## src/hw/rtl/id3r_pkg.sv

```systemverilog
// ----------------------------------------------------------------------------
// id3r_pkg
// shared types, codes and constants of the id3v2 frame reader
// ----------------------------------------------------------------------------
package id3r_pkg;

    localparam int HEADER_BYTES = 10;
    localparam int LEN_W        = 28;
    localparam int HC_W         = 4;

    localparam logic [1:0] PH_TAG     = 2'd0;
    localparam logic [1:0] PH_FRAME   = 2'd1;
    localparam logic [1:0] PH_PAYLOAD = 2'd2;
    localparam logic [1:0] PH_DONE    = 2'd3;

    localparam logic [1:0] KIND_CHAR    = 2'd0;
    localparam logic [1:0] KIND_END     = 2'd1;
    localparam logic [1:0] KIND_PICTURE = 2'd2;
    localparam logic [1:0] KIND_NO_TAG  = 2'd3;

    localparam logic REG_MODE   = 1'b0;
    localparam logic REG_TARGET = 1'b1;

    localparam logic [7:0]  CHAR_LOW  = 8'd20;
    localparam logic [7:0]  CHAR_HIGH = 8'd126;
    localparam logic [7:0]  SIZE_MASK = 8'h7F;
    localparam logic [31:0] ID_APIC   = {8'h41, 8'h50, 8'h49, 8'h43};
    localparam logic [31:0] ID_TAG    = {8'h00, 8'h49, 8'h44, 8'h33};
    localparam logic [LEN_W-1:0] LEN_MAX = {LEN_W{1'b1}};

    typedef struct packed {
        logic [1:0]       phase;
        logic [HC_W-1:0]  header_count;
        logic [LEN_W-1:0] tag_length;
        logic [LEN_W-1:0] byte_position;
        logic [31:0]      current_id;
        logic [LEN_W-1:0] frame_length;
        logic [LEN_W-1:0] payload_left;
        logic             frame_selected;
        logic             walk_mode;
    } walk_state_t;

    typedef struct packed {
        logic [1:0]  kind;
        logic        char_valid;
        logic [7:0]  char_value;
        logic [31:0] frame_name;
        logic        finished;
    } walk_result_t;

    localparam walk_state_t WALK_RESET = '{
        phase:          PH_TAG,
        header_count:   '0,
        tag_length:     '0,
        byte_position:  '0,
        current_id:     '0,
        frame_length:   '0,
        payload_left:   '0,
        frame_selected: 1'b0,
        walk_mode:      1'b0
    };

endpackage

```

## src/hw/rtl/id3r_step.sv

```systemverilog
// ----------------------------------------------------------------------------
// id3r_step
// next-state and result logic for one file byte of the tag walk
// ----------------------------------------------------------------------------
module id3r_step
    import id3r_pkg::*;
(
    input  walk_state_t  cur,
    input  logic [7:0]   data_byte,
    input  logic         first_byte,
    input  logic         mode,
    input  logic [31:0]  target_frame_id,
    output walk_state_t  nxt,
    output logic         res_valid,
    output walk_result_t res
);

    walk_state_t      s;
    logic [HC_W-1:0]  n;
    logic [LEN_W-1:0] pos_inc;
    logic [LEN_W-1:0] pl_dec;
    logic             tag_end;
    logic             fe_go;
    logic             fe_sel;
    logic             fe_cv;
    logic             shown;
    logic             printable;

    assign s         = first_byte ? WALK_RESET : cur;
    assign n         = s.header_count;
    assign pos_inc   = (s.byte_position != LEN_MAX) ? s.byte_position + 1'b1
                                                    : s.byte_position;
    assign pl_dec    = s.payload_left - 1'b1;
    assign tag_end   = pos_inc >= s.tag_length;
    assign printable = (data_byte >= CHAR_LOW) && (data_byte <= CHAR_HIGH);
    assign shown     = s.frame_selected && printable;

    always_comb
    begin
        nxt       = s;
        res_valid = 1'b0;
        res       = '0;
        fe_go     = 1'b0;
        fe_sel    = 1'b0;
        fe_cv     = 1'b0;

        case (s.phase)
            PH_TAG:
            begin
                if (n < HC_W'(3))
                    nxt.current_id = {8'h00, s.current_id[15:0], data_byte};
                if (n >= HC_W'(HEADER_BYTES - 4))
                    nxt.tag_length = {s.tag_length[LEN_W-8:0], data_byte[6:0]};
                if (n < HC_W'(HEADER_BYTES - 1))
                begin
                    nxt.header_count = n + 1'b1;
                end
                else
                begin
                    nxt.header_count = '0;
                    nxt.walk_mode    = mode;
                    if (s.current_id != ID_TAG)
                    begin
                        res_valid    = 1'b1;
                        res.kind     = KIND_NO_TAG;
                        res.finished = 1'b1;
                        nxt.phase    = PH_DONE;
                    end
                    else
                    begin
                        nxt.current_id = '0;
                        if (nxt.tag_length == '0)
                        begin
                            res_valid    = 1'b1;
                            res.kind     = KIND_END;
                            res.finished = 1'b1;
                            nxt.phase    = PH_DONE;
                        end
                        else
                        begin
                            nxt.phase = PH_FRAME;
                        end
                    end
                end
            end

            PH_FRAME:
            begin
                nxt.byte_position = pos_inc;
                if (n == '0 && data_byte == 8'h00)
                begin
                    res_valid    = 1'b1;
                    res.kind     = KIND_END;
                    res.finished = 1'b1;
                    nxt.phase    = PH_DONE;
                end
                else
                begin
                    if (n < HC_W'(4))
                        nxt.current_id = (n == '0) ? {24'h000000, data_byte}
                                                   : {s.current_id[23:0], data_byte};
                    else if (n < HC_W'(8))
                        nxt.frame_length = ((n == HC_W'(4)) ? '0
                                            : {s.frame_length[LEN_W-8:0], 7'h00})
                                           | LEN_W'(data_byte & SIZE_MASK);
                    if (n < HC_W'(HEADER_BYTES - 1))
                    begin
                        nxt.header_count = n + 1'b1;
                    end
                    else
                    begin
                        nxt.header_count   = '0;
                        nxt.frame_selected = s.walk_mode
                                             ? (s.current_id == target_frame_id)
                                             : (s.current_id != ID_APIC);
                        nxt.payload_left   = s.frame_length;
                        if (s.frame_length == '0)
                        begin
                            fe_go  = 1'b1;
                            fe_sel = nxt.frame_selected;
                        end
                        else
                        begin
                            nxt.phase = PH_PAYLOAD;
                        end
                    end
                end
            end

            PH_PAYLOAD:
            begin
                nxt.byte_position = pos_inc;
                nxt.payload_left  = pl_dec;
                if (pl_dec == '0)
                begin
                    fe_go  = 1'b1;
                    fe_sel = s.frame_selected;
                    fe_cv  = shown;
                end
                else if (shown)
                begin
                    res_valid      = 1'b1;
                    res.kind       = KIND_CHAR;
                    res.char_valid = 1'b1;
                    res.char_value = data_byte;
                    res.frame_name = s.current_id;
                end
            end

            default:
            begin
                nxt = s;
            end
        endcase

        // frame end: shared by empty frames and the last payload byte
        if (fe_go)
        begin
            nxt.phase        = PH_FRAME;
            nxt.header_count = '0;
            res.frame_name   = nxt.current_id;
            res.kind         = KIND_END;
            if (!s.walk_mode)
            begin
                res_valid      = 1'b1;
                res.kind       = (nxt.current_id == ID_APIC) ? KIND_PICTURE : KIND_END;
                res.char_valid = fe_cv;
                res.char_value = fe_cv ? data_byte : 8'h00;
                res.finished   = tag_end;
            end
            else if (fe_sel)
            begin
                res_valid      = 1'b1;
                res.char_valid = fe_cv;
                res.char_value = fe_cv ? data_byte : 8'h00;
                res.finished   = 1'b1;
            end
            else if (tag_end)
            begin
                res_valid    = 1'b1;
                res.finished = 1'b1;
            end
            if (res_valid && res.finished)
                nxt.phase = PH_DONE;
        end
    end

endmodule

```

## src/hw/rtl/id3v2_frame_reader.sv

```systemverilog
// output: a result is registered and appears on the master side in the cycle after its byte is accepted
// throughput: one byte per cycle, set by the single registered pass through the step logic
// a waiting result holds s_tready low until m_tready is high, then bytes flow every cycle
// reset: walk returns to the tag header, mode and target frame id clear to zero
// ----------------------------------------------------------------------------
// id3v2_frame_reader
// walks an id3v2 tag byte by byte and streams out frame payload characters
// ----------------------------------------------------------------------------
module id3v2_frame_reader
    import id3r_pkg::*;
(
    input  logic        clk,
    input  logic        rst_n,
    input  logic        cfg_we,
    input  logic        cfg_index,
    input  logic [31:0] cfg_wdata,
    input  logic        s_tvalid,
    output logic        s_tready,
    input  logic [7:0]  s_tdata,    // data_byte
    input  logic        s_tuser,    // first_byte
    output logic        m_tvalid,
    input  logic        m_tready,
    output logic [39:0] m_tdata,    // char_value, frame_name
    output logic [2:0]  m_tuser,    // kind, char_valid
    output logic        m_tlast
);

    logic         mode_reg;
    logic [31:0]  target_reg;
    walk_state_t  state_reg;
    walk_state_t  state_next;
    logic         out_valid_reg;
    walk_result_t out_reg;
    logic         step_valid;
    walk_result_t step_res;
    logic         accept;

    assign s_tready = !out_valid_reg || m_tready;
    assign accept   = s_tvalid && s_tready;

    id3r_step u_step
    (
        .cur             (state_reg),
        .data_byte       (s_tdata),
        .first_byte      (s_tuser),
        .mode            (mode_reg),
        .target_frame_id (target_reg),
        .nxt             (state_next),
        .res_valid       (step_valid),
        .res             (step_res)
    );

    always_ff @(posedge clk or negedge rst_n)
    begin
        if (!rst_n)
        begin
            mode_reg   <= 1'b0;
            target_reg <= '0;
        end
        else if (cfg_we)
        begin
            case (cfg_index)
                REG_MODE:   mode_reg   <= cfg_wdata[0];
                REG_TARGET: target_reg <= cfg_wdata;
                default:    mode_reg   <= mode_reg;
            endcase
        end
    end

    always_ff @(posedge clk or negedge rst_n)
    begin
        if (!rst_n)
        begin
            state_reg     <= WALK_RESET;
            out_valid_reg <= 1'b0;
        end
        else
        begin
            if (accept)
            begin
                state_reg     <= state_next;
                out_valid_reg <= step_valid;
            end
            else if (m_tready)
            begin
                out_valid_reg <= 1'b0;
            end
        end
    end

    always_ff @(posedge clk)
    begin
        if (accept && step_valid)
            out_reg <= step_res;
    end

    assign m_tvalid = out_valid_reg;
    assign m_tdata  = {out_reg.frame_name, out_reg.char_value};
    assign m_tuser  = {out_reg.char_valid, out_reg.kind};
    assign m_tlast  = out_reg.finished;

    a_hc_range: assert property (@(posedge clk) disable iff (!rst_n)
        state_reg.header_count < HC_W'(HEADER_BYTES))
        else $error("header count out of range");

    a_payload_nonzero: assert property (@(posedge clk) disable iff (!rst_n)
        state_reg.phase == PH_PAYLOAD |-> state_reg.payload_left != '0)
        else $error("payload phase with nothing left");

    a_done_silent: assert property (@(posedge clk) disable iff (!rst_n)
        (accept && !s_tuser && state_reg.phase == PH_DONE) |=> !m_tvalid)
        else $error("result after end of walk");

    a_char_flag: assert property (@(posedge clk) disable iff (!rst_n)
        (m_tvalid && out_reg.kind == KIND_CHAR) |-> out_reg.char_valid)
        else $error("char result without char flag");

endmodule

```

## config.mk

```make
export PLATFORM = sky130hd
export DESIGN_NAME = id3v2_frame_reader
export DESIGN_NICKNAME = d
export VERILOG_FILES = /design/src/hw/rtl/id3r_pkg.sv /design/src/hw/rtl/id3r_step.sv /design/src/hw/rtl/id3v2_frame_reader.sv
export SDC_FILE = /design/constraint.sdc
export NUM_CORES = 1
export LEC_CHECK = 0
export ABC_AREA = 1
export BUFFER_PORTS_ARGS = -buffer_cell sky130_fd_sc_hd__buf_2
export CAP_MARGIN = 20
export CORE_MARGIN = 4
export CORE_UTILIZATION = 33
export CTS_CLUSTER_DIAMETER = 100
export CTS_CLUSTER_SIZE = 12
export DETAILED_ROUTE_END_ITERATION = 6
export GPL_TIMING_DRIVEN = 0
export SYNTH_ARGS = -nofsm -noshare
export SYNTH_HDL_FRONTEND = slang
export SYNTH_HIERARCHICAL = 1
export SYNTH_SLANG_ARGS = --single-unit
```

## constraint.sdc

```tcl
create_clock -name clk -period 7.1 [get_ports clk]
set_input_delay 1.42 -clock clk [delete_from_list [all_inputs] [get_ports clk]]
set_output_delay 1.42 -clock clk [all_outputs]
set_load 0.05 [all_outputs]
```

Yosys cells after proc, flatten, opt, wreduce, memory -nomap -nowiden
Cells that the tools add are included.
Word-level totals
  register bits after elaboration: 230
  output and inout port bits: 46
  word-level logic and storage cells: 135
Operators by class
  add/sub/neg operators: 3
  $lt $le $gt $ge: 8
  equality and inequality tests: 8
  multiplexer cells: 79
  bitwise operators: 2
  reductions and logical operators: 18
Operators with widths (number)
  $mux W28: 9
  $mux W32: 5
  $mux W152: 1
  $mux W41: 3
  $mux W89: 1
  $logic_not A28 Y1: 3
  $pmux W32 S2: 1
  $pmux W28 S2: 1
  $mux W44: 1
  $mux W1: 33
  $eq A32 B31 Y1 const B: 1
  $eq A32 B32 Y1: 1
  $ne A32 B23 Y1 const B: 1
  $ne A32 B31 Y1 const B: 1
  $mux W29: 1
  $add A28 B1 Y28 const B: 1
  $ge A28 B28 Y1: 1
  $ne A28 B28 Y1 const B: 1
  $or A28 B7 Y28: 1
  $sub A28 B1 Y28 const B: 1
  $mux W2: 11
  $mux W9: 2
  $pmux W6 S2: 1
  $ge A8 B5 Y1 const B: 1
  25 further kinds: 35

Longest topological paths before layout
Gate-level depths: netlist of run 1.
  word-level depth: 16
  gate-level depth with buffers: 32

By module
Netlist of run 1, hierarchy kept.
Modules (own cells, without submodules)
  id3r_step: times used 1, cells each 1797, area each 8898.5 um^2, seq. area each 0.0 um^2
  id3v2_frame_reader: times used 1, cells each 855, area each 8695.8 um^2, seq. area each 5975.7 um^2

Worst setup path after synthesis of run 1
Ideal clock, no wire load.
  kind: input port to flip-flop
  start: input s_tuser
  end: register out_reg (netlist bit m_tdata[0]), enable pin
  setup time: 0.445 ns
  arrival: 6.837 ns
  path slack: -0.183 ns
  stages on the path: 30
  buffers on the path: 4
  path through: buf_6 > clkbuf_1 > clkbuf_1 > buf_1 > nor2_1 > ha_1 > nand4_1 > nor2_1 > nand4_1 > inv_1 > nand3_2 > nand2_1 > nor2_1 > nand2_1 > nor2_1 > nand3_1 > xor2_1 > ha_1 > nand2_1 > o21a_1 > o221ai_1 > a21oi_1 > and3_1 > inv_1 > a21oi_1 > nand2_1 > nand2_1 > nand2_1 > inv_1 > nor2_1
Between the ends
  longest elaborated chain between the ends: 15
  elaborated cells between the ends (all ways): 46
RTL lines
  start, declared: RTL line id3v2_frame_reader.sv:20  | input logic s_tuser,
  $mux W152 (*): RTL line id3r_step.sv:29  | assign s = first_byte ? WALK_RESET : cur;
  parallel branches: the longest is 12 deep, another holds $add A28 B1 Y28
  $mux W1 (*): RTL line id3r_step.sv:157  | if (fe_go)
  named net step_valid: RTL line id3v2_frame_reader.sv:34  | logic step_valid;
  $logic_and A1 B1 Y1 (*): RTL line id3v2_frame_reader.sv:93  | if (accept && step_valid)
  end signal, assigned: RTL line id3v2_frame_reader.sv:94  | out_reg <= step_res;
  end, declared: RTL line id3v2_frame_reader.sv:33  | walk_result_t out_reg;
Mark *: on every way through the listed nets, which the timed path passes. The select of a mux whose other input is x is not followed.
A chain may end at the register's enable or synchronous reset.

Worst setup path in the final report of run 1
  start: input s_tuser
  end: register out_reg (netlist bit m_tdata[27]), enable pin
Same word-level chain as after synthesis.

==> results.json, run 1 <==
{
  "seq_power_share_pct": 44.9,
  "finalCritPeriodShare_pct": 94.65,
  "combPwrFrac_pct": 20.5,
  "switching_power_uw": 1094,
  "cts_tree": "done",
  "dpl.hpwl_um": 53810,
  "ant_nets": 0,
  "routed_via_density": 5.371,
  "crit_path_start_kind": "input port",
  "r2r_slack_ps": 1300,
  "syn_nets": 2737,
  "worstPathArrival_ps": 6950,
  "synth_edf_count": 44,
  "vias": 18610,
  "core_area_mm2": 0.05266,
  "drv_slew": 0,
  "place_area_mm2": 0.01896,
  "clock_sinks": 230,
  "run_status": "complete, no violations",
  "syn_to_final_growth_pct": 11.34,
  "min_to": "state_reg[101]$_DFFE_PN0P_",
  "grt_pass1_vias": 17130,
  "ys_async_sr_fraction_pct": 80.87,
  "cp_max_fo": 34,
  "ys_seq_elements": 230,
  "drtIter0Drc": 2131,
  "finish.instance_area_mm2": 0.01959,
  "reg2reg_from": "state_reg[151]$_DFFE_PN0P_",
  "synth.area.top_cells": "dfrtp_1 26%, nand2_1 20%, nand3_1 9.1%",
  "whs_path_depth": 2,
  "grt_pass1_wl_um": 106000,
  "clkPwrFrac_pct": 34.6,
  "cts-root-buf": "clkbuf_16",
  "start_util_pct": 33.41,
  "ys_seq_area_share_pct": 33.96,
  "crit_required_ps": 7330,
  "yosys.area.top_type": "dfrtp_1",
  "power_leakage_uw": 0.009911,
  "post_cts.repair.setup_buffers": 0,
  "power_density_mw_per_mm2": 167.2,
  "p_int_uw": 2182,
  "clk_path_buf_depth": 3,
  "post_drt_wl_per_cell_um": 20.44,
  "cts-htree-levels": 1,
  "grt_max_degree": 110,
  "nets": 2851,
  "overflow": 0,
  "reg2reg_depth": 21,
  "relSlewSlack_pct": 34.76,
  "hold_ws_ps": 467.0,
  "fp.dieH_um": 238.9,
  "fmax_mhz": 148.8,
  "stdcell_count": 3465,
  "rows": 84,
  "crit_family": "simple AND/OR/NAND/NOR gates",
  "cap_violations": 0,
  "cpMaxStageDelayCell": "buf_1",
  "synth_cell_types": 60,
  "yosys-top-cells-count": "928 x nand2_1, 320 x nand3_1, 221 x inv_1",
  "syn_inst": 2652,
  "drt-total-wl_um": 70810,
  "clock_latency_ps": 550,
  "synth_top_area_share_pct": 26.45,
  "crit_buf_inv": 7,
  "drc_errors": 0,
  "die_w_um": 238.9,
  "min_path_type": "reg2reg",
  "crit_type": "in2reg",
  "grt.total_usage_pct": 23.92,
  "cp_slowest_stage_delay_ps": 600,
  "setup_viol": 0,
  "cts_made_buffers": 23,
  "drive_gt1_share_pct": 10.60,
  "min-delay-start": "state_reg[101]$_DFFE_PN0P_",
  "io_buffers": 88,
  "worst_setup_path_end_kind": "flip-flop",
  "largest_reg_flops": 152,
  "crit_top_cell": "nand2_1",
  "antenna_found_initial": 7,
  "yosysWarnings": 6,
  "rsz0062_at_grt": "no",
  "syn_area_mm2": 0.01759,
  "clock_skew_ps": 14.02,
  "p_sw_share_pct": 33.38,
  "drtPass1Iterations": 7,
  "path_clk_slew_ps": 60,
  "io_pins": 93,
  "r2r-end": "m_tdata[27]$_DFFE_PP_",
  "fin_crit_ps": 6720,
  "irDropWorstVdd_uv": 122.9,
  "max_slew.worst_pin.slew_ps": 969.9,
  "die_area_mm2": 0.05708,
  "report.final.hold_viol_count": 0,
  "yosysMostFrequentCell": "nand2_1",
  "synth_flop_cell": "dfrtp_1",
  "total_power_uw": 3276,
  "synth.avg_cell_area_um2": 6.634,
  "place_congestion": 1.016,
  "dp.cells": 3430
}
[how the worst max path moves through the flow]
stage	from	to	slack [ps]	cells after the start
CTS	s_tuser	m_tdata[31]$_DFFE_PP_	560	30
global placement	s_tuser	m_tdata[35]$_DFFE_PP_	-1860	30
detailed placement	s_tuser	m_tdata[31]$_DFFE_PP_	-620	31
global route	s_tuser	m_tdata[28]$_DFFE_PP_	70	31
finish	s_tuser	m_tdata[27]$_DFFE_PP_	380	30
floorplan	s_tuser	m_tdata[0]$_DFFE_PP_	540	30
[placed cells by master (no fill, tap or decap), types with 4 or more instances in the layout]
| cell type | count |
|---|---|
| a21oi_1 | 55 |
| nand3b_1 | 9 |
| nand2_2 | 19 |
| a21oi_2 | 9 |
| clkbuf_1 | 60 |
| buf_6 | 17 |
| edfxtp_1 | 44 |
| xor2_1 | 40 |
| nand3_1 | 320 |
| buf_4 | 18 |
| o21ai_1 | 11 |
| buf_8 | 4 |
| o211ai_1 | 15 |
| o32ai_1 | 4 |
| o21ai_0 | 190 |
| diode_2 | 4 |
| inv_2 | 9 |
| inv_1 | 221 |
| or2_2 | 11 |
| nor2_1 | 191 |
| nand2_1 | 928 |
| a22oi_1 | 14 |
| clkbuf_16 | 23 |
| nor4_1 | 15 |
| nor2_4 | 7 |
| nor3_1 | 18 |
| o31ai_1 | 4 |
| nand3_2 | 4 |
| nand2_4 | 10 |
| nor2_2 | 8 |
| o22ai_1 | 54 |
| dfrtp_1 | 186 |
| nand4_1 | 33 |
| buf_1 | 5 |
| buf_2 | 136 |
| ha_1 | 38 |
[worst reg2reg max path, delay by kind of cell (launching register included)]
kind / cells / cell delay (ps)
and+or+nand+nor: 8 / 1430
buffers and inverters: 12 / 3260
DFF: 1 / 530
adders and majority gates: 1 / 240
[logic make-up after synthesis]
| kind of cell | Yosys count | share of synthesized area [%] |
|---|---|---|
| AND/OR/NAND/NOR | 1584 | 39.02 |
| XOR/XNOR | 41 | 2.041 |
| AO/OA/AOI/OAI | 378 | 12.30 |
| flip-flops | 230 | 33.96 |
| other | 1 | 0.02131 |
| buffers and inverters | 380 | 9.956 |
| adder cells (fa/ha/maj) | 38 | 2.702 |
[layer usage]
| metal | vias up | GRT usage (%) | wire [um] |
|---|---|---|---|
| met1 | 8657 | 34.65 | 31540 |
| met2 | 856 | 36.01 | 30210 |
| li1 | 8938 | - | - |
| met3 | 157 | 4.926 | 6581 |
| met5 | - | 0 | 13 |
| met4 | 2 | 7.240 | 2460 |
[power groups by stage]
stage | combinational, uW | sequential, uW | clock, uW
floorplan | 410 | 1470 | 0
global placement | 646 | 1490 | 0
detailed placement | 651 | 1490 | 0
CTS | 652 | 1470 | 1170
global route | 726 | 1480 | 1220
finish | 673 | 1470 | 1130
[what timing repair did]
action,4_1_cts,5_1_grt
gates resized for setup,0,0
endpoints found under the setup margin,34,0
hold buffers,0,0
[area by class of cell]
cell class | count | area [um^2]
Tap cell | 688 | 860.8
Clock buffer | 30 | 601.8
Sequential cell | 230 | 5976
Clock inverter | 2 | 20.02
Buffer | 147 | 874.6
Antenna cell | 4 | 10.01
Inverter | 232 | 873.3
Multi-Input combinational cell | 2042 | 9874
Fill cell | 5696 | 33070
Timing Repair Buffer | 90 | 498.0
[per-stage QoR]
| stage | setup slack [ps] | utilization, % | TNS [ps] |
|---|---|---|---|
| after floorplan | 539.8 | - | 0 |
| after global placement | -1862 | 35.89 | -81780 |
| after detailed placement | -615.5 | 36.01 | -24550 |
| after CTS | 556.4 | 37.18 | 0 |
| after global routing | 67.77 | 37.19 | 0 |
| final | 380.1 | 37.20 | 0 |
Note: power is estimated with default switching activity, not from simulation.
==> inputs of run 2 (changes only) <==
Settings changed: SKIP_CTS_REPAIR_TIMING set to 1, SYNTH_HIERARCHICAL 1 to unset.
==> results.json, run 2 <==
{
  "run_status": "complete, no violations",
  "cts_made_buffers": 23,
  "ant_nets": 0,
  "antenna_found_initial": 2,
  "crit_buf_inv": 12,
  "clkPwrFrac_pct": 28.0,
  "worstPathArrival_ps": 6820,
  "syn_to_final_growth_pct": 12.07,
  "fmax_mhz": 152.3,
  "crit_family": "buffers and inverters",
  "ys_async_sr_fraction_pct": 80.87,
  "io_buffers": 91,
  "synth_cell_types": 64,
  "ys_seq_elements": 230,
  "setup_viol": 0,
  "worst_setup_path_end_kind": "flip-flop",
  "start_util_pct": 33.39,
  "routed_via_density": 5.608,
  "die_w_um": 233.1,
  "drc_errors": 0,
  "grt.total_usage_pct": 24.72,
  "cts-root-buf": "clkbuf_16",
  "seq_power_share_pct": 39.1,
  "path_clk_slew_ps": 60,
  "largest_reg_flops": 152,
  "ys_seq_area_share_pct": 35.75,
  "path_cells": "buf_6 -> buf_6 -> buf_6 -> nor2_2 -> inv_1 -> clkbuf_1 -> buf_2 -> ha_1 -> clkbuf_1 -> clkinv_1 -> buf_1 -> o31ai_1 -> nand2_2 -> buf_6 -> nand2_1 -> nand3_1 -> inv_2 -> buf_12",
  "grt_max_degree": 81,
  "rsz0062_at_grt": "no",
  "grt_pass1_wl_um": 103300,
  "power_density_mw_per_mm2": 222.5,
  "clock_skew_ps": 23.59,
  "path_depth": 18,
  "final_core_util_pct": 37.42,
  "finalSetupTns_ps": 0,
  "cp_slowest_stage_delay_ps": 610,
  "syn_inst": 2342,
  "clock_sinks": 230,
  "yosysWarnings": 0,
  "rows": 82,
  "place_congestion": 0.9955,
  "diodes": 0,
  "yosysMostFrequentCell": "nand2_1",
  "synth_flop_cell": "dfrtp_1",
  "yosys-top-cells-count": "505 x nand2_1, 268 x inv_1, 243 x o21ai_0",
  "dpl.hpwl_um": 52610,
  "reg2reg_depth": 16,
  "finalCritPeriodShare_pct": 92.48,
  "layout_commonest_cell": "nand2_1",
  "vias": 17633,
  "irDropWorstVdd_uv": 185.5,
  "p_int_uw": 2509,
  "overflow": 0,
  "syn_area_mm2": 0.01672,
  "drive_gt1_share_pct": 12.14,
  "switching_power_uw": 1659,
  "max_slew.worst_pin.slew_ps": 1030,
  "fp.dieH_um": 233.1,
  "drt-total-wl_um": 69020,
  "clock_latency_ps": 560,
  "report.final.hold_viol_count": 0,
  "cp_max_fo": 27,
  "cts_tree": "done",
  "min_path_type": "reg2reg",
  "power_leakage_uw": 0.008398,
  "yosys.area.top_type": "dfrtp_1",
  "synth.avg_cell_area_um2": 7.138,
  "combPwrFrac_pct": 32.9,
  "syn_nets": 2426,
  "finish.instance_area_mm2": 0.01873,
  "synth.area.top_cells": "dfrtp_1 28%, nand2_1 11%, edfxtp_1 7.9%",
  "synth_top_area_share_pct": 27.84,
  "post_drt_wl_per_cell_um": 21.95,
  "nets": 2544,
  "cap_violations": 0,
  "relSlewSlack_pct": 31.30,
  "p_sw_share_pct": 39.80,
  "cpMaxStageDelayCell": "clkbuf_1",
  "drtIter0Drc": 2099,
  "crit_required_ps": 7350,
  "die_area_mm2": 0.05432,
  "crit_path_start_kind": "input port",
  "place_area_mm2": 0.01810,
  "final_cell_mix": "505 x nand2_1, 267 x inv_1, 243 x o21ai_0",
  "crit_top_cell": "buf_6",
  "io_pins": 93,
  "crit_type": "in2reg",
  "cts-htree-levels": 1,
  "fin_crit_ps": 6566,
  "core_area_mm2": 0.05007,
  "synth_edf_count": 44,
  "drv_slew": 0,
  "clk_path_buf_depth": 3,
  "grt_pass1_vias": 16665,
  "drtPass1Iterations": 6,
  "whs_path_depth": 2
}
## run 2: area by class of cell
cell class                      count  area, um^2
Timing Repair Buffer               94       540.5
Sequential cell                   230        5976
Inverter                          288        1086
Buffer                            118       594.3
Clock inverter                      3       22.52
Tap cell                          672       840.8
Multi-Input combinational cell   1705        9056
Clock buffer                       34       616.8
Fill cell                        5390       31340
## run 2: worst paths after layout
check | from | end | slack [ps]
setup / recovery | s_tuser | m_tdata[26]$_DFFE_PP_ | 530
hold / removal | state_reg[111]$_DFFE_PN0P_ | state_reg[111]$_DFFE_PN0P_ | 480
setup reg to reg | state_reg[151]$_DFFE_PN0P_ | m_tdata[26]$_DFFE_PP_ | 1490
hold reg to reg | state_reg[111]$_DFFE_PN0P_ | state_reg[111]$_DFFE_PN0P_ | 480
max in group asynchronous | rst_n | state_reg[16]$_DFFE_PN0P_ | 5230
min in group asynchronous | rst_n | state_reg[91]$_DFFE_PN0P_ | 730
## run 2: power by group through the flow
stage | Sequential (uW) | Combinational, uW | Clock, uW
3_5_place_dp | 1650 | 1340 | 0
2_1_floorplan | 1610 | 913 | 0
4_1_cts | 1630 | 1340 | 1200
6_report | 1630 | 1370 | 1170
5_1_grt | 1650 | 1500 | 1250
3_3_place_gp | 1650 | 1310 | 0
## run 2: stage by stage
| step | hold slack (ps) | worst slack [ps] | cells | power [uW] |
|---|---|---|---|---|
| finish | 484.4 | 533.7 | 3144 | 4167 |
| global route | 510.1 | 235.2 | 3144 | 4400 |
| CTS | 483.5 | 100.4 | 3145 | 4171 |
| detailed placement | 466.1 | -462.6 | 3108 | 2986 |
| global placement | 461.9 | -1230 | 3105 | 2959 |
| floorplan | 449.2 | 1050 | 2342 | 2528 |
## run 2: routing by layer
layer  vias up  part of all wire [%]  global-route usage (%)
met5         -                  0.10                       0
met4         4                   4.1                   8.349
met3       176                   9.4                   4.488
met2       908                    44                   38.10
met1      8432                    43                   34.94
li1       8113                     -                       -
## run 2: cells by family after synthesis
| group | after synthesis | share of synthesized area, % |
|---|---|---|
| other | 1 | 0.02243 |
| AND/OR/NAND/NOR | 982 | 25.79 |
| AO/OA/AOI/OAI | 617 | 21.66 |
| adder cells (fa/ha/maj) | 37 | 2.769 |
| XOR/XNOR | 43 | 2.253 |
| multiplexers | 25 | 1.684 |
| flip-flops | 230 | 35.75 |
| buffers and inverters | 407 | 10.07 |
## run 2: worst reg2reg max path: stages, from the launching register on
cell	delay, ps
dfrtp_1	510
inv_1	120
nor2_2	90
inv_1	170
clkbuf_1	610
buf_2	380
ha_1	190
clkbuf_1	450
clkinv_1	460
buf_1	410
o31ai_1	370
nand2_2	160
buf_6	190
nand2_1	60
nand3_1	260
inv_2	550
buf_12	270
